===== src/design/wtsc_pkg.sv =====
// Package for the wave-table sound channel: event codes, register indexes,
// payload structs and constants. Depends on nothing.
package wtsc_pkg;

	localparam int WAVE_BYTES = 16;
	localparam int WAVE_AW    = $clog2(WAVE_BYTES);

	typedef enum logic [2:0] {
		FUNC_TICK   = 3'd0,
		FUNC_FRAME  = 3'd1,
		FUNC_REG_RD = 3'd2,
		FUNC_REG_WR = 3'd3,
		FUNC_RAM_RD = 3'd4,
		FUNC_RAM_WR = 3'd5,
		FUNC_SAMPLE = 3'd6,
		FUNC_RESET  = 3'd7
	} func_t;

	localparam logic [3:0] REG_DAC    = 4'd0;
	localparam logic [3:0] REG_LENGTH = 4'd1;
	localparam logic [3:0] REG_VOLUME = 4'd2;
	localparam logic [3:0] REG_PLOW   = 4'd3;
	localparam logic [3:0] REG_PHIGH  = 4'd4;

	localparam logic [7:0] RD_MASK_DAC    = 8'h7F;
	localparam logic [7:0] RD_MASK_VOLUME = 8'h9F;
	localparam logic [7:0] RD_MASK_PHIGH  = 8'hBF;
	localparam logic [7:0] RD_ALL_ONES    = 8'hFF;

	localparam logic [11:0] PERIOD_SPAN = 12'd2048;
	localparam logic [8:0]  LENGTH_FULL = 9'd256;

	typedef enum logic [1:0] {
		SRC_REG    = 2'd0,
		SRC_RAM    = 2'd1,
		SRC_SAMPLE = 2'd2
	} rsrc_t;

	typedef struct packed {
		logic [2:0] func;
		logic [3:0] address;
		logic [7:0] write_data;
		logic [2:0] sequencer_step;
	} cmd_t;

	typedef struct packed {
		logic [7:0] read_data;
		logic [3:0] level;
		logic       status;
		logic       channel_on;
	} res_t;

	function automatic logic [2:0] vol_shift(input logic [1:0] code);
		logic [2:0] s;
		case (code)
			2'd0: s = 3'd4;
			2'd1: s = 3'd0;
			2'd2: s = 3'd1;
			2'd3: s = 3'd2;
			default: s = 3'd4;
		endcase
		return s;
	endfunction

endpackage


===== src/design/wtsc_ram.sv =====
// Generic single-write, single-read RAM with registered read data.
// Depends on nothing.
module wtsc_ram #(
	parameter int WIDTH = 8,
	parameter int DEPTH = 16,
	localparam int AW = $clog2(DEPTH)
) (
	input  logic             clk,
	input  logic             we,
	input  logic [AW-1:0]    waddr,
	input  logic [WIDTH-1:0] wdata,
	input  logic             re,
	input  logic [AW-1:0]    raddr,
	output logic [WIDTH-1:0] rdata
);

	logic [WIDTH-1:0] mem_q [DEPTH];

	always_ff @(posedge clk) begin
		if (we) begin
			mem_q[waddr] <= wdata;
		end
		if (re) begin
			rdata <= mem_q[raddr];
		end
	end

endmodule


===== src/design/wave_table_sound_channel_top.sv =====
// Wave-table sound channel top level: control registers, wave RAM, result stage.
// Depends on wtsc_pkg and wtsc_ram.
//
// channel | valid     | stall     | payload
// --------+-----------+-----------+---------------------
// input   | cmd_valid | cmd_stall | cmd (cmd_t)
// output  | res_valid | res_stall | res (res_t)
//
// One event per cycle while cmd_stall is low; each result passes through the wave
// RAM read stage and then the result register. Control state updates at the
// transaction edge. Reset clears control state and marks every wave RAM
// byte as reading zero. A stalled result holds; input stalls only when both
// the read stage and the result register are full.
module wave_table_sound_channel_top import wtsc_pkg::*; (
	input  logic clk,
	input  logic arst_n,
	input  logic cmd_valid,
	output logic cmd_stall,
	input  cmd_t cmd,
	output logic res_valid,
	input  logic res_stall,
	output res_t res
);

	logic        dac_q, dac_d;
	logic [1:0]  vol_q, vol_d;
	logic [7:0]  plow_q, plow_d;
	logic [7:0]  phigh_q, phigh_d;
	logic [10:0] cd_q, cd_d;
	logic [4:0]  step_q, step_d;
	logic [8:0]  len_q, len_d;
	logic        en_q, en_d;
	logic [WAVE_BYTES-1:0] wvld_q;

	logic        acc;
	logic        adv_s1;
	func_t       fn;
	logic [7:0]  rd_c;
	logic        st_c;
	rsrc_t       src_c;
	logic [10:0] period;
	logic [11:0] diff;
	logic [10:0] reload;
	logic [8:0]  len_dec;

	logic              ram_we;
	logic              ram_re;
	logic [WAVE_AW-1:0] ram_raddr;
	logic [7:0]        ram_rdata;

	logic        vld_s1;
	rsrc_t       src_s1;
	logic [7:0]  rd_s1;
	logic        st_s1;
	logic        on_s1;
	logic        en_s1;
	logic        lo_s1;
	logic [2:0]  shift_s1;
	logic        wvld_s1;

	logic [3:0]  nib;
	res_t        res_c;
	res_t        res_q;
	logic        res_valid_q;

	assign fn        = func_t'(cmd.func);
	assign adv_s1    = vld_s1 & (~res_valid_q | ~res_stall);
	assign cmd_stall = vld_s1 & ~adv_s1;
	assign acc       = cmd_valid & ~cmd_stall;

	assign period  = {phigh_q[2:0], plow_q};
	assign diff    = PERIOD_SPAN - {1'b0, period};
	assign len_dec = len_q - 9'd1;

	always_comb begin
		reload = diff[11:1];
		if (reload == '0) begin
			reload = 11'd1;
		end
	end

	always_comb begin
		dac_d   = dac_q;
		vol_d   = vol_q;
		plow_d  = plow_q;
		phigh_d = phigh_q;
		cd_d    = cd_q;
		step_d  = step_q;
		len_d   = len_q;
		en_d    = en_q;
		rd_c    = '0;
		st_c    = 1'b0;
		src_c   = SRC_REG;
		case (fn)
			FUNC_TICK: begin
				if (cd_q == '0) begin
					cd_d   = reload - 11'd1;
					step_d = step_q + 5'd1;
				end else begin
					cd_d = cd_q - 11'd1;
				end
			end
			FUNC_FRAME: begin
				if (!cmd.sequencer_step[0] && phigh_q[6] && len_q != '0) begin
					len_d = len_dec;
					en_d  = (len_dec != '0);
				end
			end
			FUNC_REG_RD: begin
				case (cmd.address)
					REG_DAC:    rd_c = {dac_q, 7'd0} | RD_MASK_DAC;
					REG_LENGTH: rd_c = RD_ALL_ONES;
					REG_VOLUME: rd_c = {1'b0, vol_q, 5'd0} | RD_MASK_VOLUME;
					REG_PLOW:   rd_c = RD_ALL_ONES;
					REG_PHIGH:  rd_c = phigh_q | RD_MASK_PHIGH;
					default:    st_c = 1'b1;
				endcase
			end
			FUNC_REG_WR: begin
				case (cmd.address)
					REG_DAC: begin
						dac_d = cmd.write_data[7];
						en_d  = en_q & cmd.write_data[7];
					end
					REG_LENGTH: len_d = LENGTH_FULL - {1'b0, cmd.write_data};
					REG_VOLUME: vol_d = cmd.write_data[6:5];
					REG_PLOW:   plow_d = cmd.write_data;
					REG_PHIGH: begin
						phigh_d = cmd.write_data;
						if (cmd.write_data[7]) begin
							en_d   = dac_q;
							step_d = '0;
							if (len_q == '0) begin
								len_d = LENGTH_FULL;
							end
						end
					end
					default: st_c = 1'b1;
				endcase
			end
			FUNC_RAM_RD: src_c = SRC_RAM;
			FUNC_RAM_WR: ;
			FUNC_SAMPLE: src_c = SRC_SAMPLE;
			FUNC_RESET: begin
				dac_d   = 1'b0;
				vol_d   = '0;
				plow_d  = '0;
				phigh_d = '0;
				cd_d    = '0;
				step_d  = '0;
				len_d   = '0;
				en_d    = 1'b0;
			end
			default: ;
		endcase
	end

	assign ram_we    = acc & (fn == FUNC_RAM_WR);
	assign ram_re    = acc;
	assign ram_raddr = (fn == FUNC_SAMPLE) ? step_q[4:1] : cmd.address[WAVE_AW-1:0];

	wtsc_ram #(
		.WIDTH(8),
		.DEPTH(WAVE_BYTES)
	) u_sample_mem (
		.clk  (clk),
		.we   (ram_we),
		.waddr(cmd.address[WAVE_AW-1:0]),
		.wdata(cmd.write_data),
		.re   (ram_re),
		.raddr(ram_raddr),
		.rdata(ram_rdata)
	);

	always_ff @(posedge clk or negedge arst_n) begin
		if (!arst_n) begin
			dac_q   <= 1'b0;
			vol_q   <= '0;
			plow_q  <= '0;
			phigh_q <= '0;
			cd_q    <= '0;
			step_q  <= '0;
			len_q   <= '0;
			en_q    <= 1'b0;
			wvld_q  <= '0;
		end else if (acc) begin
			dac_q   <= dac_d;
			vol_q   <= vol_d;
			plow_q  <= plow_d;
			phigh_q <= phigh_d;
			cd_q    <= cd_d;
			step_q  <= step_d;
			len_q   <= len_d;
			en_q    <= en_d;
			if (ram_we) begin
				wvld_q[cmd.address[WAVE_AW-1:0]] <= 1'b1;
			end
		end
	end

	always_ff @(posedge clk or negedge arst_n) begin
		if (!arst_n) begin
			vld_s1 <= 1'b0;
		end else if (acc) begin
			vld_s1 <= 1'b1;
		end else if (adv_s1) begin
			vld_s1 <= 1'b0;
		end
	end

	always_ff @(posedge clk) begin
		if (acc) begin
			src_s1   <= src_c;
			rd_s1    <= rd_c;
			st_s1    <= st_c;
			on_s1    <= en_d;
			en_s1    <= en_q;
			lo_s1    <= step_q[0];
			shift_s1 <= vol_shift(vol_q);
			wvld_s1  <= wvld_q[ram_raddr];
		end
	end

	always_comb begin
		nib = lo_s1 ? ram_rdata[3:0] : ram_rdata[7:4];
		if (!wvld_s1) begin
			nib = '0;
		end
		res_c            = '0;
		res_c.status     = st_s1;
		res_c.channel_on = on_s1;
		case (src_s1)
			SRC_REG:    res_c.read_data = rd_s1;
			SRC_RAM:    res_c.read_data = wvld_s1 ? ram_rdata : 8'd0;
			SRC_SAMPLE: res_c.level = en_s1 ? (nib >> shift_s1) : 4'd0;
			default:    res_c.read_data = rd_s1;
		endcase
	end

	always_ff @(posedge clk or negedge arst_n) begin
		if (!arst_n) begin
			res_valid_q <= 1'b0;
		end else if (adv_s1) begin
			res_valid_q <= 1'b1;
		end else if (!res_stall) begin
			res_valid_q <= 1'b0;
		end
	end

	always_ff @(posedge clk) begin
		if (adv_s1) begin
			res_q <= res_c;
		end
	end

	assign res_valid = res_valid_q;
	assign res       = res_q;

endmodule


===== config.mk =====
export PLATFORM = sky130hd
export DESIGN_NAME = wave_table_sound_channel_top
export DESIGN_NICKNAME = d
export VERILOG_FILES = /design/src/design/wtsc_pkg.sv /design/src/design/wtsc_ram.sv /design/src/design/wave_table_sound_channel_top.sv
export SDC_FILE = /design/constraint.sdc
export NUM_CORES = 1
export LEC_CHECK = 0
export BUFFER_PORTS_ARGS = -buffer_cell sky130_fd_sc_hd__buf_2
export CAP_MARGIN = 20
export CORE_MARGIN = 4
export CORE_UTILIZATION = 45
export DETAILED_ROUTE_END_ITERATION = 6
export PLACE_DENSITY = 0.7
export SYNTH_ARGS = -nofsm -noshare
export SYNTH_HDL_FRONTEND = slang
export SYNTH_HIERARCHICAL = 1
export SYNTH_SLANG_ARGS = --single-unit

===== constraint.sdc =====
create_clock -name clk -period 4 [get_ports clk]
set_clock_uncertainty 0.1 [all_clocks]
set_input_delay 0.4 -clock clk [delete_from_list [all_inputs] [get_ports clk]]
set_output_delay 0.4 -clock clk [all_outputs]
set_load 0.01 [all_outputs]

==> results of run 1 <==
==> layout by cell type, fill, tap and decap left out, drive strengths merged, types with 4 or more instances in the layout <==
| master | Yosys | routed |
|---|---|---|
| a211oi | 8 | 8 |
| a21o | 6 | 6 |
| a21oi | 25 | 25 |
| a22oi | 20 | 20 |
| a31oi | 6 | 6 |
| a32oi | 6 | 6 |
| and2 | 5 | 5 |
| and3 | 4 | 4 |
| and4 | 4 | 4 |
| buf | 11 | 54 |
| clkbuf | 23 | 30 |
| clkinv | 0 | 6 |
| dfrtp | 59 | 59 |
| edfxtp | 164 | 164 |
| ha | 10 | 10 |
| inv | 25 | 28 |
| mux2 | 7 | 7 |
| mux2i | 15 | 15 |
| mux4 | 33 | 33 |
| nand2 | 83 | 83 |
| nand2b | 8 | 8 |
| nand3 | 17 | 17 |
| nand3b | 7 | 7 |
| nand4 | 6 | 6 |
| nor2 | 59 | 59 |
| nor2b | 8 | 8 |
| nor3 | 23 | 23 |
| nor3b | 8 | 8 |
| nor4 | 10 | 10 |
| o21ai | 48 | 48 |
| o21bai | 10 | 10 |
| o22ai | 4 | 4 |
| or2 | 4 | 4 |
| or3 | 5 | 5 |
| or4 | 6 | 6 |
| xnor2 | 6 | 6 |
| xor2 | 6 | 6 |
==> logic make-up after synthesis <==
kind of cell	Yosys count	synth area share (%)
XOR/XNOR	12	1.02
adder cells (fa/ha/maj)	10	1.21
buffers and inverters	62	2.82
flip-flops	223	61.9
AO/OA/AOI/OAI	162	10.2
multiplexers	55	9.92
AND/OR/NAND/NOR	266	12.9
==> where the power goes <==
| part | total (mW) | internal [mW] | switching [mW] | leakage [nW] |
|---|---|---|---|---|
| Sequential | 2.89 | 2.68 | 0.210 | 2.26 |
| Clock | 2.09 | 1.20 | 0.891 | 0.366 |
| Combinational | 1.33 | 0.569 | 0.760 | 1.70 |
==> registers in the layout (all words and copies together), names as in the netlist, 4 cells and up <==
register	count
plow_q	8
cd_q	11
u_sample_mem/rdata	8
wvld_q	16
rd_s1	4
len_q	9
step_q	5
phigh_q	4
u_sample_mem/mem_q	128
res	14
==> Yosys cell counts (7+ instances only) <==
cell type / n
mux4_1: 14
a22oi_1: 20
a21oi_1: 25
nor2b_1: 8
o21ai_0: 46
ha_1: 10
o21bai_1: 10
nand2_1: 83
nand3_1: 17
nor2_1: 59
nor3b_1: 8
nand2b_1: 8
edfxtp_1: 164
nand3b_1: 7
mux2i_1: 15
dfrtp_1: 59
nor4_1: 10
nor3_1: 22
mux4_2: 19
a211oi_1: 8
clkbuf_1: 23
mux2_2: 7
inv_1: 25
==> worst min-delay path by stage <==
| stage | startpoint | to | slack, ns | depth (start not counted) |
|---|---|---|---|---|
| after global routing | cmd_valid | vld_s1$_DFFE_PN0P_ | 0.04 | 2 |
| after CTS | cmd_valid | vld_s1$_DFFE_PN0P_ | 0.02 | 2 |
| after detailed placement | st_s1$_SDFFCE_PN0P_ | res[1]$_DFFE_PP_ | 0.32 | 0 |
| final | cmd_valid | vld_s1$_DFFE_PN0P_ | 0.03 | 2 |
| after global placement | st_s1$_SDFFCE_PN0P_ | res[1]$_DFFE_PP_ | 0.31 | 0 |
| after floorplan | arst_n | cd_q[0]$_DFFE_PN0P_ | 0.004 | 0 |
==> stage by stage <==
step	setup slack (ns)	hold WS, ns	cells	total power, mW
floorplan	0.269	0.00441	790	3.87
global placement	0.335	0.309	1090	4.22
detailed placement	0.322	0.324	1090	4.25
CTS	0.304	0.0241	1133	6.35
global route	0.0973	0.0352	1136	6.66
finish	0.319	0.0257	1136	6.31
==> layout make-up <==
class,count,area (um2)
repair buffers,56,348
inverters,25,93.8
well taps,285,357
clock inverters,13,128
flip-flops and latches,223,6400
multi-input cells,505,3640
fillers,1849,11000
clock buffers,29,628
==> worst register-to-register path, cell delays in order, from the launching register on <==
cell and delay, ns:
dfrtp_1 0.45, inv_1 0.11, ha_1 0.20, or4b_4 0.49
or3b_4 0.40, mux2i_1 0.21, o31a_1 0.20, or2_2 0.13
ha_1 0.19, nand2b_1 0.08, nor3b_1 0.29, nand4_1 0.18
or4_1 0.50, nand3_1 0.09
==> layer usage <==
layer,vias to the layer above,GRT usage (%),wire length (um)
met3,30,2.98,1420
met2,209,26.9,10200
met4,0,4.30,357
met1,3208,24.5,9630
met5,-,0,0
li1,3127,-,-
==> run summary, run 1 <==
status = finished clean
post-CTS setup buffer count = 0
post-route cell area = 0.0116 mm2
pin count of the biggest net entering global routing = 46
TritonCTS Buffers = 23
CP startpoint kind = flip-flop
final setup fails = 0
Slew @ Worst Pin = 0.875 ns
gr usage total = 16.9%
P_leak = 4.33 nW
Placed Area = 0.0108 mm2
synth top area cells = edfxtp_1, dfrtp_1, mux4_2, mux4_1, nand2_1
Post-CTS Resized = 0
CTS Hold Bufs = 1
DR vias = 6,574
FF-to-FF Start = plow_q[1]$_DFFE_PN0P_
Layout Area Growth over Synthesis = 12.2%
Critical-path top delay cell = or4_1
DRC errors left = 0
reg2reg end = cd_q[10]$_DFFE_PN0P_
unrepaired setup endpoints after global routing = false
r2r setup slk = 0.32 ns
Final ANT Viol Nets = 0
GRT overflow = 0
initial cell density of the core = 45.6%
clk_lat worst skew = 0.52 ns
final core utilization = 51.2%
Yosys warnings = 6
I/O pin count = 38
post-synth top area cell = edfxtp_1
EDFF count, synth = 164
Max Cap Viol = 0
Synth top area share = 47.7%
Pwr per Cell Area = 544 mW/mm2
Routed WL = 21,600 um
Detailed Routing Iterations Pass 1 = 5
core area = 0.0226 mm2
routed len/inst = 19.0 um
number of port buffers = 35
crit path DAT = 4.02 ns
Detailed Place HPWL = 14,400 um
Rel. slew slack = 41.3%
asr flop ratio synth = 26.5%
die area = 0.0255 mm2
H-tree depth = 1
Crit. Startpoint = plow_q[1]$_DFFE_PN0P_
final period utilization = 92.0%
Yosys cell types = 67
CTS Root Cell = clkbuf_16
n_diodes = 0
Top FF cell, synth = edfxtp_1
peak supply drop = 0.267 mV
setup TNS = 0 ns
Mean Syn Cell Area = 13.1 um2
cell mode on critical path = ha_1
Max Buffers Root-to-Sink = 3
Final Critical Period = 3.68 ns
cells after synthesis = 790
Max Slew Vio Count = 0
Synthesized Nets = 822
Via density = 5.79
first-pass GRT wire length = 34,700 um
Worst Reg-to-Reg Cells = 13
Die H = 160 um
share of layout cells above drive strength 1 = 15.5%
row cnt = 55
vias in the first global route = 6,418
mapped cell area = 0.0103 mm2
Yosys reg bits = 223
Crit path required time = 4.34 ns
CP Max Fanout = 9
largest stage delay on the critical path = 0.50 ns
cells along the critical path = inv_1 -> ha_1 -> or4b_4 -> or3b_4 -> mux2i_1 -> o31a_1 -> or2_2 -> ha_1 -> nand2b_1 -> nor3b_1 -> nand4_1 -> or4_1 -> nand3_1
delay-heaviest family, CP = simple AND/OR/NAND/NOR gates
WS Path Type = flip-flop to flip-flop
min-delay worst type = input pin to flip-flop
Critical Path Sink = cd_q[10]$_DFFE_PN0P_
Crit path depth = 13
# nets final = 866
CTS Sinks = 223
initial antenna violation count = 0
Iter 0 DRT Violations = 573
routability cong. = 0.843
clock-pin slew of the registers on the worst-case setup and hold paths = 0.06 ns
CP Capture Type = flip-flop
crit path buf inv count = 1
Hold Vio Cnt, Final = 0
sequential share of the synthesized area = 61.9%
Chip Width = 160 um
Fmax = 272 MHz
CTS tree = built
Note: power is estimated with default switching activity, not from simulation.
==> run 2: changes to the inputs <==
--- a/config.mk
+++ b/config.mk
@@ -7,7 +7,7 @@
 export LEC_CHECK = 0
 export BUFFER_PORTS_ARGS = -buffer_cell sky130_fd_sc_hd__buf_2
 export CAP_MARGIN = 20
-export CORE_MARGIN = 4
+export CORE_MARGIN = 8
 export CORE_UTILIZATION = 45
 export DETAILED_ROUTE_END_ITERATION = 6
 export PLACE_DENSITY = 0.7
==> run summary, run 2 (synthesis gave the netlist of run 1 again) <==
status = finished clean
row cnt = 55
Iter 0 DRT Violations = 664
final cell count without fillers = 1,135
fill count = 1,878
Post-CTS Resized = 0
post-CTS setup buffer count = 0
commonest non-fill, non-tap cell in the layout = edfxtp_1
final period utilization = 92.2%
max FFs per register = 128
CP startpoint kind = flip-flop
Die H = 168 um
Chip Width = 168 um
Pwr per Cell Area = 561 mW/mm2
TritonCTS Buffers = 23
cell mode on critical path = ha_1
unrepaired setup endpoints after global routing = false
pin count of the biggest net entering global routing = 34
Layout Area Growth over Synthesis = 12.7%
Final ANT Viol Nets = 0
min-delay worst type = input pin to flip-flop
core area = 0.0226 mm2
die area = 0.0281 mm2
# nets final = 864
Crit path required time = 4.36 ns
CP Max Fanout = 9
Critical-path top delay cell = or4_1
met1 Use GR = 21.9%
I/O pin count = 38
Detailed Routing Iterations Pass 1 = 7
Routed WL = 22,500 um
DRC errors left = 0
Via density = 5.83
routed len/inst = 19.8 um
most frequent cells in the layout = edfxtp_1, nand2_1, nor2_1, dfrtp_1, o21ai_0
Final Critical Period = 3.69 ns
crit path DAT = 4.04 ns
largest stage delay on the critical path = 0.50 ns
crit path buf inv count = 1
Most flops, register = u_sample_mem/mem_q
WS Path Type = flip-flop to flip-flop
vias in the first global route = 6,457
GRT met3 Usage = 2.68%
GR peak layer = met2
routability cong. = 0.799
GRT overflow = 0
Rel. slew slack = 30.7%
CTS tree = built
CTS Hold Bufs = 2
CTS Sinks = 223
CTS Root Cell = clkbuf_16
cells along the critical path = inv_1 -> ha_1 -> or4b_4 -> or3b_4 -> mux2i_1 -> o31a_1 -> or2_2 -> ha_1 -> nand2b_1 -> nor3b_1 -> nand4_1 -> or4_1 -> nand3_1
Max Slew Vio Count = 0
global routing usage on met2 = 25.7%
number of port buffers = 35
final core utilization = 51.6%
CP Capture Type = flip-flop
final setup fails = 0
peak supply drop = 0.311 mV
H-tree depth = 1
Post-Place Cells = 1,090
PnR worst setup slack = 0.311 ns
Detailed Place HPWL = 14,800 um
initial antenna violation count = 1
clk_lat worst skew = 0.52 ns
share of layout cells above drive strength 1 = 14.6%
initial cell density of the core = 45.8%
DR vias = 6,620
setup TNS = 0 ns
Hold Vio Cnt, Final = 0
post-place setup slack = 0.322 ns
clock-pin slew of the registers on the worst-case setup and hold paths = 0.06 ns
delay-heaviest family, CP = simple AND/OR/NAND/NOR gates
gr usage total = 15.9%
first-pass GRT wire length = 35,700 um
Max Cap Viol = 0
P_leak = 4.35 nW
Fmax = 271 MHz
final total power = 6.53 mW
Max Buffers Root-to-Sink = 3
Slew @ Worst Pin = 1.03 ns
-- run 2: cell types whose count changed in the layout (fill, tap and decap cells not counted), moves of 2 or more --
cell        change
clkinvlp_4      -2
bufinv_16       +4
clkinv_2        -2
clkbuf_8        -3
clkinv_1        +3
inv_6           -2
buf_4           -2
-- run 2: stage by stage --
step / area, um2 / hold WS (ns)
floorplan: 10300 / 0.00441
global placement: 10800 / 0.312
detailed placement: 10800 / 0.315
CTS: 11600 / 0.00982
global route: 11600 / 0.0130
finish: 11600 / 0.0162
-- run 2: worst reg2reg max path, delay by kind of cell (launching register included) --
kind / cells / cell delay (ns)
and+or+nand+nor: 8 / 2.17
DFF: 1 / 0.46
adders and majority gates: 2 / 0.37
muxes: 1 / 0.21
AOI/OAI and AO/OA: 1 / 0.21
buffers and inverters: 1 / 0.11
-- run 2: layer usage --
metal | vias to the layer above | part of all wire, %
met2 | 164 | 48
li1 | 3129 | -
met5 | - | 0
met3 | 29 | 5.5
met1 | 3298 | 45
met4 | 0 | 1.5
-- run 2: cell type report --
type                    count  area, um2  share of cell area, %
flip-flops and latches    223       6400                   55.0
multi-input cells         505       3640                   31.3
clock buffers              27        591                   5.07
well taps                 285        357                   3.06
repair buffers             54        335                   2.88
clock inverters            15        220                   1.89
inverters                  25       93.8                  0.806
diodes                      1       2.50                 0.0215
-- run 2: where the power goes --
part,internal [mW],switching [mW]
logic,0.570,0.773
clock network,1.39,0.901
registers,2.68,0.209
total,4.65,1.88
-- run 2: final timing paths --
| path | start | end | slack, ns | cells after the start |
|---|---|---|---|---|
| max | plow_q[1]$_DFFE_PN0P_ | cd_q[10]$_DFFE_PN0P_ | 0.31 | 13 |
| min | res_stall | res_valid$_DFFE_PN0P_ | 0.02 | 2 |
| max reg2reg | plow_q[1]$_DFFE_PN0P_ | cd_q[10]$_DFFE_PN0P_ | 0.31 | 13 |
| min reg2reg | st_s1$_SDFFCE_PN0P_ | res[1]$_DFFE_PP_ | 0.33 | 0 |
| max in group asynchronous | arst_n | wvld_q[6]$_DFFE_PN0P_ | 2.52 | 3 |
| min in group asynchronous | arst_n | vld_s1$_DFFE_PN0P_ | 0.40 | 2 |
==> run 3: changes to the inputs <==
--- a/config.mk
+++ b/config.mk
@@ -10,7 +10,7 @@
 export CORE_MARGIN = 8
 export CORE_UTILIZATION = 45
 export DETAILED_ROUTE_END_ITERATION = 6
-export PLACE_DENSITY = 0.7
+export PLACE_DENSITY = 0.68
 export SYNTH_ARGS = -nofsm -noshare
 export SYNTH_HDL_FRONTEND = slang
 export SYNTH_HIERARCHICAL = 1
==> constraint.sdc (replaced) <==
create_clock -name clk -period 4.3 [get_ports clk]
set_clock_uncertainty 0.1 [all_clocks]
set_input_delay 0.43 -clock clk [delete_from_list [all_inputs] [get_ports clk]]
set_output_delay 0.43 -clock clk [all_outputs]
set_load 0.01 [all_outputs]
==> run summary, run 3 (synthesis gave the netlist of run 1 again) <==
status = finished clean
reg2reg end = cd_q[10]$_DFFE_PN0P_
Fmax = 266 MHz
first-pass GRT wire length = 35,000 um
Chip Width = 168 um
Die H = 168 um
setup TNS = 0 ns
CTS Root Cell = clkbuf_16
post-CTS setup buffer count = 0
Most flops, register = u_sample_mem/mem_q
Detailed Place HPWL = 14,700 um
initial cell density of the core = 45.8%
gr usage total = 15.6%
TritonCTS Buffers = 24
die area = 0.0281 mm2
most frequent cells in the layout = edfxtp_1, nand2_1, nor2_1, dfrtp_1, o21ai_0
core area = 0.0226 mm2
fill count = 1,936
max FFs per register = 128
Worst Reg-to-Reg Cells = 14
Max Slew Vio Count = 0
final setup fails = 0
CP Max Fanout = 9
n_diodes = 0
register cell area after layout = 0.00640 mm2
routed len/inst = 19.6 um
pin count of the biggest net entering global routing = 38
Rel. slew slack = 24.9%
Detailed Routing Iterations Pass 1 = 7
FF-to-FF Start = plow_q[1]$_DFFE_PN0P_
Via density = 5.85
commonest non-fill, non-tap cell in the layout = edfxtp_1
CTS Sinks = 223
DR vias = 6,623
unrepaired setup endpoints after global routing = false
r2r setup slk = 0.54 ns
peak supply drop = 0.274 mV
DRC errors left = 0
HP Start = cmd_valid
Routed WL = 22,200 um
Hold Vio Cnt, Final = 0
number of port buffers = 35
Final ANT Viol Nets = 0
Final Critical Period = 3.76 ns
H-tree depth = 1
post-place setup slack = 0.565 ns
final period utilization = 87.3%
min-delay worst type = input pin to flip-flop
Max Cap Viol = 0
hold slack = 0.0357 ns
I/O pin count = 38
Crit path required time = 4.66 ns
clock-pin slew of the registers on the worst-case setup and hold paths = 0.06 ns
WHS Endpoint = vld_s1$_DFFE_PN0P_
PnR worst setup slack = 0.544 ns
initial antenna violation count = 0
Iter 0 DRT Violations = 647
crit path DAT = 4.11 ns
P_leak = 4.33 nW
share of layout cells above drive strength 1 = 14.9%
vias in the first global route = 6,414
row cnt = 55
CTS tree = built
Layout Area Growth over Synthesis = 12.3%
Slew @ Worst Pin = 1.12 ns
Multi-input gate area = 0.00364 mm2
WS Path Type = flip-flop to flip-flop
Cells on Worst Hold Path = 2
clk_lat worst skew = 0.54 ns
GRT overflow = 0
# nets final = 863
Max Buffers Root-to-Sink = 3
CP Capture Type = flip-flop
Pwr per Cell Area = 516 mW/mm2
routability cong. = 0.798
CP startpoint kind = flip-flop
run 3: changes by cell type in the layout (fill, tap and decap cells not counted), sizes merged:
cell / change
inv: -1
bufinv: -2
clkinvlp: +3
clkbuf: -2
dlygate4sd3: -1
diode: -1
buf: -1
clkinv: +3
run 3: final cells by class:
cell class	instances	area share, %
Sequential cell	223	55.1
Multi-Input combinational cell	505	31.4
Clock buffer	25	5.20
Tap cell	285	3.07
Timing Repair Buffer	52	2.63
Clock inverter	18	1.79
Inverter	25	0.808
run 3: per-stage QoR:
step                cells  util [%]  instance area (um2)  power (mW)
floorplan             790         -                10300        3.60
global placement     1088      47.8                10800        3.92
detailed placement   1088      47.8                10800        3.94
CTS                  1132      51.4                11600        6.02
global route         1133      51.4                11600        6.29
finish               1133      51.4                11600        5.99
run 3: worst max-delay path: stages, from the launching register on:
cell and delay [ns]:
dfrtp_1 0.45, inv_1 0.11, ha_1 0.20, or4b_4 0.49, or3b_4 0.41, mux2i_1 0.21, o31a_1 0.21, or2_2 0.13
ha_1 0.19, nand2b_1 0.08, nor3b_1 0.19, buf_4 0.18, nand4_1 0.15, or4_1 0.50, nand3_1 0.09
run 3: power by group:
part	switching (mW)	internal, mW
Sequential	0.196	2.50
Combinational	0.709	0.519
Clock	0.857	1.22
run 3: worst max path at each step:
stage / end / startpoint / slack (ns) / depth (start not counted)
floorplan: cd_q[10]$_DFFE_PN0P_ / plow_q[1]$_DFFE_PN0P_ / 0.57 / 14
global placement: cd_q[10]$_DFFE_PN0P_ / plow_q[1]$_DFFE_PN0P_ / 0.63 / 14
detailed placement: cd_q[10]$_DFFE_PN0P_ / plow_q[1]$_DFFE_PN0P_ / 0.56 / 14
CTS: cd_q[10]$_DFFE_PN0P_ / plow_q[1]$_DFFE_PN0P_ / 0.56 / 14
global route: cd_q[10]$_DFFE_PN0P_ / plow_q[1]$_DFFE_PN0P_ / 0.32 / 14
finish: cd_q[10]$_DFFE_PN0P_ / plow_q[1]$_DFFE_PN0P_ / 0.54 / 14
run 3: metal layers:
metal,part of all wire (%),global-route usage (%),vias to the layer above
met2,47,25.7,216
met4,1.6,4.00,0
met3,6.6,3.29,32
met1,44,20.9,3257
met5,0,0,-
li1,-,-,3118
run 3: repair_timing:
action | in CTS | in global routing
endpoints found under the setup margin | 0 | 0
endpoints found under the hold margin | 22 | 0
resized for setup | 0 | 0
hold buffers | 1 | 0
